--- config.mk ---
export PLATFORM = sky130hd
export DESIGN_NAME = gyro_rate_angle_integrator_core
export DESIGN_NICKNAME = d
export VERILOG_FILES = /design/src/sv/gri_pkg.sv /design/src/sv/gri_csr.sv /design/src/sv/gri_mul.sv /design/src/sv/gyro_rate_angle_integrator_core.sv
export SDC_FILE = /design/constraint.sdc
export NUM_CORES = 2
export LEC_CHECK = 0
export BUFFER_PORTS_ARGS = -buffer_cell sky130_fd_sc_hd__clkbuf_2
export CAP_MARGIN = 0
export CORE_MARGIN = 2
export CORE_UTILIZATION = 28
export CTS_CLUSTER_SIZE = 10
export DETAILED_ROUTE_END_ITERATION = 16
export PLACE_DENSITY = 0.54
export SYNTH_ARGS = -nofsm -noshare
export SYNTH_HDL_FRONTEND = slang
export SYNTH_SLANG_ARGS = --single-unit
export TNS_END_PERCENT = 100
--- constraint.sdc ---
create_clock -name clock -period 15.8 [get_ports clock]
set_clock_uncertainty 0.15 [all_clocks]
set_input_delay 0 -clock clock [delete_from_list [all_inputs] [get_ports clock]]
set_output_delay 0 -clock clock [all_outputs]
set_load 0.05 [all_outputs]
--- src/sv/gri_pkg.sv ---
// ---------------------------------------------------------------------------
// gri_pkg: shared types and constants of the gyro rate and angle integrator
// Field widths, configuration register indexes, reset values and the
// operand widths of the shared multiplier.
// ---------------------------------------------------------------------------
package gri_pkg;

   localparam int ADC_W    = 12;
   localparam int TICKS_W  = 16;
   localparam int AXSEL_W  = 2;
   localparam int RATE_W   = 32;
   localparam int ANGLE_W  = 40;
   localparam int GAIN_W   = 24;
   localparam int TICKS_SEC_W = 32;
   localparam int DT_W     = TICKS_W + TICKS_SEC_W;

   localparam int REQ_DATA_W = 96;
   localparam int RSP_DATA_W = 216;

   // Shared multiplier: 33-bit magnitude times 24-bit operand.
   localparam int MUL_A_W = 33;
   localparam int MUL_B_W = 24;
   localparam int PROD_W  = MUL_A_W + MUL_B_W;

   localparam int CSR_INDEX_W = 3;
   localparam int CSR_DATA_W  = 32;

   localparam logic [CSR_INDEX_W-1:0] CSR_OFFSET_X     = 3'd0;
   localparam logic [CSR_INDEX_W-1:0] CSR_OFFSET_Y     = 3'd1;
   localparam logic [CSR_INDEX_W-1:0] CSR_OFFSET_Z     = 3'd2;
   localparam logic [CSR_INDEX_W-1:0] CSR_GAIN_X       = 3'd3;
   localparam logic [CSR_INDEX_W-1:0] CSR_GAIN_Y       = 3'd4;
   localparam logic [CSR_INDEX_W-1:0] CSR_GAIN_Z       = 3'd5;
   localparam logic [CSR_INDEX_W-1:0] CSR_TICK_SECONDS = 3'd6;

   localparam logic [ADC_W-1:0]       OFFSET_RESET = 12'd2048;
   localparam logic [GAIN_W-1:0]      GAIN_RESET   = 24'd71488;
   localparam logic [TICKS_SEC_W-1:0] TICK_RESET   = 32'd4295;

   localparam logic CMD_SAMPLE = 1'b0;
   localparam logic CMD_RESET  = 1'b1;

   typedef struct packed {
      logic [2:0][ADC_W-1:0]  offset;
      logic [2:0][GAIN_W-1:0] gain;
      logic [TICKS_SEC_W-1:0] tick_seconds;
   } cfg_type;

endpackage

--- src/sv/gri_csr.sv ---
// ---------------------------------------------------------------------------
// gri_csr: configuration register file
// Holds the per-axis offsets and gains and the tick period.
// ---------------------------------------------------------------------------
module gri_csr (
   input  logic                            clock,
   input  logic                            reset,
   input  logic                            csr_we,
   input  logic [gri_pkg::CSR_INDEX_W-1:0] csr_index,
   input  logic [gri_pkg::CSR_DATA_W-1:0]  csr_wdata,
   output gri_pkg::cfg_type                cfg
);
   import gri_pkg::*;

   cfg_type cfg_ff;
   cfg_type cfg_in;

   always_comb begin
      cfg_in = cfg_ff;
      if (csr_we) begin
         case (csr_index)
            CSR_OFFSET_X:     cfg_in.offset[0]    = csr_wdata[ADC_W-1:0];
            CSR_OFFSET_Y:     cfg_in.offset[1]    = csr_wdata[ADC_W-1:0];
            CSR_OFFSET_Z:     cfg_in.offset[2]    = csr_wdata[ADC_W-1:0];
            CSR_GAIN_X:       cfg_in.gain[0]      = csr_wdata[GAIN_W-1:0];
            CSR_GAIN_Y:       cfg_in.gain[1]      = csr_wdata[GAIN_W-1:0];
            CSR_GAIN_Z:       cfg_in.gain[2]      = csr_wdata[GAIN_W-1:0];
            CSR_TICK_SECONDS: cfg_in.tick_seconds = csr_wdata[TICKS_SEC_W-1:0];
            default: cfg_in = cfg_ff;
         endcase
      end
   end

   always_ff @(posedge clock) begin
      if (reset) begin
         cfg_ff.offset       <= {3{OFFSET_RESET}};
         cfg_ff.gain         <= {3{GAIN_RESET}};
         cfg_ff.tick_seconds <= TICK_RESET;
      end else begin
         cfg_ff <= cfg_in;
      end
   end

   assign cfg = cfg_ff;

endmodule

--- src/sv/gri_mul.sv ---
// ---------------------------------------------------------------------------
// gri_mul: shared unsigned multiplier
// One 33 x 24 bit product per cycle, registered on the enable.
// ---------------------------------------------------------------------------
module gri_mul (
   input  logic                        clock,
   input  logic                        enable,
   input  logic [gri_pkg::MUL_A_W-1:0] op_a,
   input  logic [gri_pkg::MUL_B_W-1:0] op_b,
   output logic [gri_pkg::PROD_W-1:0]  product
);
   import gri_pkg::*;

   logic [PROD_W-1:0] prod_ff;
   logic [PROD_W-1:0] prod_in;

   assign prod_in = PROD_W'(op_a) * PROD_W'(op_b);

   always_ff @(posedge clock) begin
      if (enable) begin
         prod_ff <= prod_in;
      end
   end

   assign product = prod_ff;

endmodule

--- src/sv/gyro_rate_angle_integrator_core.sv ---
// ---------------------------------------------------------------------------
// gyro_rate_angle_integrator_core: three-axis gyro rate and angle integrator
// Turns gyro ADC codes into rates and integrates them with the trapezoid
// rule into saturating angles, or loads a new angle into one axis.
// ---------------------------------------------------------------------------
// Usage:
// The req channel carries one command per transaction. With req_tuser low it
// is a sample: three ADC codes and the ticks elapsed since the last sample.
// With req_tuser high it loads reset_angle into the axis named by
// reset_axis; axis value 3 (or an axis beyond AXIS_COUNT) changes nothing.
// Every transaction returns exactly one rsp transaction holding all three
// rates and angles after the update; axes beyond AXIS_COUNT report zero.
// Timing: a sample runs on one shared multiplier under a small sequencer,
// one multiply for dt and seven steps per axis (three of them multiplies);
// rsp_tvalid rises when the sequencer leaves its final step, in the same
// cycle that req_tready returns. A reset command goes from acceptance
// straight to that final step. req_tready is high only when idle.
// The result sits in an output register, so a new transaction is accepted
// while rsp is stalled; the sequencer then waits in its final step until the
// output register is free. Configuration writes are taken at any edge with
// csr_we high and must only happen while the block is idle.
// Synchronous reset clears all rates and angles to zero, restores the
// register defaults and empties the output register.
// ---------------------------------------------------------------------------
module gyro_rate_angle_integrator_core #(
   parameter int AXIS_COUNT = 3,
   parameter int ADC_BITS   = 12
) (
   input  logic                            clock,
   input  logic                            reset,
   // Request channel.
   input  logic                            req_tvalid,
   output logic                            req_tready,
   // req_tdata, lowest bit up: adc_x[11:0], adc_y[23:12], adc_z[35:24],
   // elapsed_ticks[51:36], reset_axis[53:52], reset_angle[93:54], zero pad.
   input  logic [gri_pkg::REQ_DATA_W-1:0]  req_tdata,
   // req_tuser: command (0 sample, 1 reset one axis angle).
   input  logic                            req_tuser,
   // Response channel.
   output logic                            rsp_tvalid,
   input  logic                            rsp_tready,
   // rsp_tdata, lowest bit up: rate_x[31:0], rate_y[63:32], rate_z[95:64],
   // angle_x[135:96], angle_y[175:136], angle_z[215:176].
   output logic [gri_pkg::RSP_DATA_W-1:0]  rsp_tdata,
   // Configuration write port.
   input  logic                            csr_we,
   input  logic [gri_pkg::CSR_INDEX_W-1:0] csr_index,
   input  logic [gri_pkg::CSR_DATA_W-1:0]  csr_wdata
);
   import gri_pkg::*;

   // Codes and offsets are masked to ADC_BITS (at most ADC_W); the port field is 12 bits.
   localparam int CODE_W = (ADC_BITS < ADC_W) ? ADC_BITS : ADC_W;
   localparam int RMAG_W = PROD_W - 8;
   localparam int IMAG_W = PROD_W - 9;
   localparam int LOSH_W = PROD_W - 24;
   localparam int INC_W  = 50;

   localparam logic [RMAG_W-1:0] RATE_POS_LIM = RMAG_W'(64'h7FFF_FFFF);
   localparam logic [RMAG_W-1:0] RATE_NEG_LIM = RMAG_W'(64'h8000_0000);
   localparam logic [RATE_W-1:0] RATE_MAX  = {1'b0, {(RATE_W-1){1'b1}}};
   localparam logic [RATE_W-1:0] RATE_MIN  = {1'b1, {(RATE_W-1){1'b0}}};
   localparam logic [ANGLE_W-1:0] ANGLE_MAX = {1'b0, {(ANGLE_W-1){1'b1}}};
   localparam logic [ANGLE_W-1:0] ANGLE_MIN = {1'b1, {(ANGLE_W-1){1'b0}}};

   typedef enum logic [9:0] {
      ST_IDLE = 10'b00_0000_0001,
      ST_DT   = 10'b00_0000_0010,
      ST_RATE = 10'b00_0000_0100,
      ST_RFIN = 10'b00_0000_1000,
      ST_SUM  = 10'b00_0001_0000,
      ST_MLO  = 10'b00_0010_0000,
      ST_MHI  = 10'b00_0100_0000,
      ST_INC  = 10'b00_1000_0000,
      ST_ANG  = 10'b01_0000_0000,
      ST_DONE = 10'b10_0000_0000
   } state_type;

   cfg_type cfg;

   state_type state_ff, state_in;
   logic [AXSEL_W-1:0] axis_ff, axis_in;

   logic [2:0][ADC_W-1:0]  adc_ff, adc_in;
   logic [TICKS_W-1:0]     ticks_ff, ticks_in;
   logic [DT_W-1:0]        dt_ff, dt_in;
   logic                   rneg_ff, rneg_in;
   logic [RATE_W-1:0]      rate_new_ff, rate_new_in;
   logic                   sneg_ff, sneg_in;
   logic [MUL_A_W-1:0]     s_ff, s_in;
   logic [LOSH_W-1:0]      lo_sh_ff, lo_sh_in;
   logic [INC_W-1:0]       inc_ff, inc_in;

   logic [2:0][RATE_W-1:0]  rate_ff, rate_in;
   logic [2:0][ANGLE_W-1:0] angle_ff, angle_in;

   logic                  rsp_valid_ff, rsp_valid_in;
   logic [RSP_DATA_W-1:0] rsp_data_ff, rsp_data_in;

   // Shared multiplier interface.
   logic               mul_en;
   logic [MUL_A_W-1:0] mul_a;
   logic [MUL_B_W-1:0] mul_b;
   logic [PROD_W-1:0]  prod;

   // Step datapath.
   logic [CODE_W-1:0]  code, off, diff;
   logic [PROD_W-1:0]  rnd, lo, hi;
   logic [RMAG_W-1:0]  rmag;
   logic [MUL_A_W-1:0] sum33;
   logic [IMAG_W-1:0]  imag;
   logic [INC_W-1:0]   asum;
   logic               last_axis;

   gri_csr u_csr (
      .clock     (clock),
      .reset     (reset),
      .csr_we    (csr_we),
      .csr_index (csr_index),
      .csr_wdata (csr_wdata),
      .cfg       (cfg)
   );

   gri_mul u_mul (
      .clock   (clock),
      .enable  (mul_en),
      .op_a    (mul_a),
      .op_b    (mul_b),
      .product (prod)
   );

   assign req_tready = (state_ff == ST_IDLE);
   assign last_axis  = (axis_ff == AXSEL_W'(AXIS_COUNT - 1));

   always_comb begin
      state_in     = state_ff;
      axis_in      = axis_ff;
      adc_in       = adc_ff;
      ticks_in     = ticks_ff;
      dt_in        = dt_ff;
      rneg_in      = rneg_ff;
      rate_new_in  = rate_new_ff;
      sneg_in      = sneg_ff;
      s_in         = s_ff;
      lo_sh_in     = lo_sh_ff;
      inc_in       = inc_ff;
      rate_in      = rate_ff;
      angle_in     = angle_ff;
      rsp_valid_in = rsp_valid_ff;
      rsp_data_in  = rsp_data_ff;
      mul_en       = 1'b0;
      mul_a        = '0;
      mul_b        = '0;

      code  = adc_ff[axis_ff][CODE_W-1:0];
      off   = cfg.offset[axis_ff][CODE_W-1:0];
      diff  = (code < off) ? (off - code) : (code - off);
      rnd   = prod + PROD_W'(128);
      rmag  = rnd[PROD_W-1:8];
      sum33 = {rate_ff[axis_ff][RATE_W-1], rate_ff[axis_ff]}
            + {rate_new_ff[RATE_W-1], rate_new_ff};
      lo    = prod + (PROD_W'(1) << 32);
      hi    = prod + PROD_W'(lo_sh_ff);
      imag  = hi[PROD_W-1:9];
      asum  = {{(INC_W-ANGLE_W){angle_ff[axis_ff][ANGLE_W-1]}}, angle_ff[axis_ff]} + inc_ff;

      // The output register empties when the receiver takes the transaction.
      if (rsp_valid_ff && rsp_tready) begin
         rsp_valid_in = 1'b0;
      end

      case (state_ff)
         ST_IDLE: begin
            if (req_tvalid) begin
               if (req_tuser == CMD_RESET) begin
                  // Angle load happens right at acceptance; rates are kept.
                  for (int i = 0; i < 3; i++) begin
                     if (i < AXIS_COUNT && req_tdata[53:52] == AXSEL_W'(i)) begin
                        angle_in[i] = req_tdata[93:54];
                     end
                  end
                  state_in = ST_DONE;
               end else begin
                  adc_in[0] = req_tdata[11:0];
                  adc_in[1] = req_tdata[23:12];
                  adc_in[2] = req_tdata[35:24];
                  ticks_in  = req_tdata[51:36];
                  axis_in   = '0;
                  state_in  = ST_DT;
               end
            end
         end
         ST_DT: begin
            mul_en   = 1'b1;
            mul_a    = MUL_A_W'(cfg.tick_seconds);
            mul_b    = MUL_B_W'(ticks_ff);
            state_in = ST_RATE;
         end
         ST_RATE: begin
            // The dt product is still in the multiplier for the first axis.
            if (axis_ff == '0) begin
               dt_in = prod[DT_W-1:0];
            end
            rneg_in  = (code < off);
            mul_en   = 1'b1;
            mul_a    = MUL_A_W'(diff);
            mul_b    = cfg.gain[axis_ff];
            state_in = ST_RFIN;
         end
         ST_RFIN: begin
            // Round half away from zero on the magnitude, then saturate.
            if (rneg_ff) begin
               rate_new_in = (rmag > RATE_NEG_LIM) ? RATE_MIN
                                                   : (RATE_W'(0) - rmag[RATE_W-1:0]);
            end else begin
               rate_new_in = (rmag > RATE_POS_LIM) ? RATE_MAX : rmag[RATE_W-1:0];
            end
            state_in = ST_SUM;
         end
         ST_SUM: begin
            sneg_in  = sum33[MUL_A_W-1];
            s_in     = sum33[MUL_A_W-1] ? (MUL_A_W'(0) - sum33) : sum33;
            state_in = ST_MLO;
         end
         ST_MLO: begin
            mul_en   = 1'b1;
            mul_a    = s_ff;
            mul_b    = dt_ff[MUL_B_W-1:0];
            state_in = ST_MHI;
         end
         ST_MHI: begin
            // Low partial product plus the rounding half of 2^33.
            lo_sh_in = lo[PROD_W-1:24];
            mul_en   = 1'b1;
            mul_a    = s_ff;
            mul_b    = dt_ff[DT_W-1:MUL_B_W];
            state_in = ST_INC;
         end
         ST_INC: begin
            inc_in   = sneg_ff ? (INC_W'(0) - INC_W'(imag)) : INC_W'(imag);
            state_in = ST_ANG;
         end
         ST_ANG: begin
            if (asum[INC_W-1:ANGLE_W-1] == {(INC_W-ANGLE_W+1){asum[INC_W-1]}}) begin
               angle_in[axis_ff] = asum[ANGLE_W-1:0];
            end else begin
               angle_in[axis_ff] = asum[INC_W-1] ? ANGLE_MIN : ANGLE_MAX;
            end
            rate_in[axis_ff] = rate_new_ff;
            if (last_axis) begin
               state_in = ST_DONE;
            end else begin
               axis_in  = axis_ff + AXSEL_W'(1);
               state_in = ST_RATE;
            end
         end
         ST_DONE: begin
            if (!rsp_valid_ff || rsp_tready) begin
               rsp_data_in  = {angle_ff[2], angle_ff[1], angle_ff[0],
                               rate_ff[2], rate_ff[1], rate_ff[0]};
               rsp_valid_in = 1'b1;
               state_in     = ST_IDLE;
            end
         end
         default: begin
            state_in = ST_IDLE;
         end
      endcase
   end

   always_ff @(posedge clock) begin
      if (reset) begin
         state_ff     <= ST_IDLE;
         axis_ff      <= '0;
         rate_ff      <= '0;
         angle_ff     <= '0;
         rsp_valid_ff <= 1'b0;
      end else begin
         state_ff     <= state_in;
         axis_ff      <= axis_in;
         rate_ff      <= rate_in;
         angle_ff     <= angle_in;
         rsp_valid_ff <= rsp_valid_in;
      end
   end

   always_ff @(posedge clock) begin
      adc_ff      <= adc_in;
      ticks_ff    <= ticks_in;
      dt_ff       <= dt_in;
      rneg_ff     <= rneg_in;
      rate_new_ff <= rate_new_in;
      sneg_ff     <= sneg_in;
      s_ff        <= s_in;
      lo_sh_ff    <= lo_sh_in;
      inc_ff      <= inc_in;
      rsp_data_ff <= rsp_data_in;
   end

   assign rsp_tvalid = rsp_valid_ff;
   assign rsp_tdata  = rsp_data_ff;

endmodule
==> metrics.md <==
| Metric | Value |
|---|---|
| Yosys warns | 0 |
| Mapped Area | just over 70000 um^2 |
| Leading cell types in the layout, fill and taps excluded | 1430 x nand2_1, 864 x inv_1, 684 x fa_1, 583 x nor2_1, 522 x edfxtp_1 |
| Antenna-violating nets left | 0 |
| Slowest stage cell, crit path | o21a_1 |
| P_leak | about 34 nW |
| Final number of hold-violating endpoints | 0 |
| Net Sw Power | roughly 1.8 mW |
| WL per Instance | 21.7 um |
| Sw frac | 0.299 |
| RSZ-0062 raised after global routing | false |
| Tmin final | around 14000 ps |
| Core ar. | between 200000 and 300000 um^2 |
| Fmax | roughly 70 MHz |
| Seq pwr share | 0.444 |
| Worst slew pin tran | around 1300 ps |
| DP Worst Slack | roughly 1600 ps |
| Final Util | 0.325 |
| FFs w/ async S/R, synth | 0 |
| Die Height | about 510 um |
| Total die area | between 200000 and 300000 um^2 |
| Setup violators final | 0 |
| Clock share of power | 0.383 |
| Die X | 511 um |
| TritonCTS clock tree | yes |
| HPWL after DPL | 188 mm |
| Max IR drop VDD | approximately 93 uV |
| Clock transition at path regs | 60 ps |
| Vias in the first global route | 60700 |
| Number of buffers created by CTS | 103 |
| Critical path type | reg2reg |
| Combinational power share | 0.173 |
| Initial DRC Count | around 5300 |
| Wirelength, routed | between 200 and 300 mm |
| CP required | roughly 16000 ps |
| Starting Density | 0.281 |
| Filler cell count | approximately 27000 |
| Max-cap violations | 0 |
| Largest net degree at the start of global routing | 154 |
| Power per cell area | between 70 and 80 nW/um^2 |
| Post-synth EDFFs | between 500 and 600 |
| DR vias/cell | just over 5 |
| Clock Path Buffers | 3 |
| Cell internal pwr | roughly 4.2 mW |
| Most common cell after layout, fill and taps aside | nand2_1 |
| Crit Path Max Fanout | 55 |
| All-layer global routing usage | 0.192 |
| Synth Net Count | slightly above 9000 |
| Area Growth Syn to Fin | 15.7% |
| IO Count | 355 |
| DRC viols | 0 |
| Tot Pwr | 6.06 mW |
| Setup TNS | 0 ps |
| CP Capture Type | register |
| Syn Area/Cell | 9.00 um^2 |
| WP buf/inv | 10 |
| Vias | between 60000 and 70000 |
| Worst setup margin | roughly 1500 ps |
| Post-Synthesis Cells | 7985 |
| Pins Over Slew Limit | 0 |
| Seq/Total Area, Yosys | 0.321 |
| Yosys reg bits | between 800 and 900 |
| CP peak stage delay | between 800 and 900 ps |
| Rows | between 150 and 200 |
| Ratio of cells with drive above 1 in the final layout | 0.0824 |
| Grt ovf | 0 |
| Synth Flop Type | edfxtp_1 |
| Tcrit/Tclk final | 0.907 |
| Root Buffer | clkbuf_16 |
| First-pass GRT wire length | 386 mm |
| CP Launch Type | register |
| Slew HR | 0.129 |
| GP Congestion | 0.926 |
| CTS Hold Bufs | about 270 |
| # Post-CTS Setup Buffers | 0 |
| Clock sinks | approximately 890 |
| Most used cell, CP | inv_1 |
| Number of gates resized after CTS | 0 |
| Hold crit path type | in2reg |
| Clk Latency, worst-skew pair | a little under 800 ps |
| Antenna violations before repair | 9 |
| 1st-pass router iterations | 8 |
| H-Tree Depth | 3 |
| Critical Path AT | roughly 15000 ps |
| Unique masters post-synth | 104 |
| Fin nets | around 9500 |
| IO buf count | between 300 and 400 |
| CP top delay family | compound AO/OA/AOI/OAI gates |
| Status | finished clean |
-- metrics by stage --
step                      instances  hold slack (ps)  instance area [um^2]
after floorplan                7985            -51.1                 71900
after global placement        11400             27.1                 77300
after detailed placement      11400             28.6                 77300
after CTS                     11900             1.28                 83200
after global routing          11900             54.5                 83200
final                         11900             54.5                 83200
-- layer usage --
| metal | share of wire | wire length (um) | GRT usage |
|---|---|---|---|
| met2 | 0.47 | 121000 | 0.318 |
| met5 | 0.000097 | 25 | 0 |
| met3 | 0.065 | 16800 | 0.0209 |
| met4 | 0.038 | 9760 | 0.0691 |
| met1 | 0.43 | 110000 | 0.258 |
-- cell usage after synthesis, types with 53 or more instances --
| cell | n | area share |
|---|---|---|
| mux2i_1 | 139 | 0.019 |
| xnor2_1 | 199 | 0.024 |
| a21o_1 | 120 | 0.013 |
| nor2_1 | 587 | 0.031 |
| ha_1 | 328 | 0.057 |
| nor3_1 | 92 | 0.0064 |
| xor2_1 | 102 | 0.012 |
| nand2_1 | 1439 | 0.075 |
| a21oi_1 | 495 | 0.034 |
| o21ai_0 | 442 | 0.031 |
| fa_1 | 684 | 0.19 |
| edfxtp_1 | 522 | 0.22 |
| and3_1 | 57 | 0.0050 |
| nand3b_1 | 53 | 0.0055 |
| nand4_1 | 60 | 0.0052 |
| nand3_1 | 93 | 0.0065 |
| and2_1 | 97 | 0.0084 |
| clkbuf_1 | 396 | 0.021 |
| a22oi_1 | 58 | 0.0061 |
| o211ai_1 | 66 | 0.0069 |
| a31oi_1 | 61 | 0.0053 |
| inv_1 | 865 | 0.045 |
| dfxtp_1 | 369 | 0.10 |
-- final timing paths --
kind	from	end	slack [ps]	cells after the start
hold reg to reg	rate_ff[11]$_SDFFE_PP0P_	rsp_tdata[11]$_DFFE_PP_	280	0
setup reg to reg	axis_ff[1]$_SDFFE_PP0P_	u_mul.product[49]$_DFFE_PP_	1460	46
setup / recovery	axis_ff[1]$_SDFFE_PP0P_	u_mul.product[49]$_DFFE_PP_	1460	46
hold / removal	req_tdata[69]	angle_ff[55]$_SDFFE_PP0P_	50	4
-- worst reg2reg max path, delay by kind of cell, from the launching register on --
kind | cells | cell delay, ps
compound gates | 22 | 5930
xor+xnor | 1 | 100
fa+ha+maj | 10 | 4560
buf+inv | 10 | 1340
flops | 1 | 800
mux | 1 | 400
simple gates | 2 | 780
-- final cells by class --
| type | count | area (um^2) | area share |
|---|---|---|---|
| well taps | 3384 | 4230 | 0.0509 |
| diodes | 6 | 15.0 | 0.000180 |
| flip-flops and latches | 891 | 23100 | 0.277 |
| clock buffers | 180 | 2990 | 0.0359 |
| inverters | 865 | 3250 | 0.0390 |
| repair buffers | 746 | 5410 | 0.0650 |
| clock inverters | 10 | 198 | 0.00238 |
| multi-input cells | 5774 | 44000 | 0.529 |
-- logic make-up (layout without fill, tap and decap cells) --
logic type / count (synthesis) / after routing / synth area share
buffers and inverters: 1320 / 1801 / 0.0694
DFF: 891 / 891 / 0.321
other: 0 / 6 / 0
xor gates and xnor gates: 301 / 301 / 0.0367
AOI/OAI and AO/OA: 1626 / 1626 / 0.140
muxes: 143 / 143 / 0.0200
adders and majority gates: 1012 / 1012 / 0.248
and+or+nand+nor: 2692 / 2692 / 0.165
-- state kept, by name (all words and copies together) (netlist names) --
signal and flops:
state_ff 10, ticks_ff 16, lo_sh_ff 33, adc_ff 36, rneg_ff 1, angle_ff 120
rsp_tvalid 1, rate_ff 96, u_mul.product 57, rsp_tdata 216, inc_ff 49, sneg_ff 1
axis_ff 2, u_csr.cfg 140, dt_ff 48, s_ff 33, rate_new_ff 32
-- power groups by stage --
stage	logic, mW	clock network [mW]	registers (mW)
global placement	0.951	0	2.74
finish	1.05	2.32	2.69
CTS	1.03	2.36	2.69
floorplan	0.644	0	2.73
global route	1.14	2.45	2.71
detailed placement	0.973	0	2.74
(Power assumes the default switching activity.)
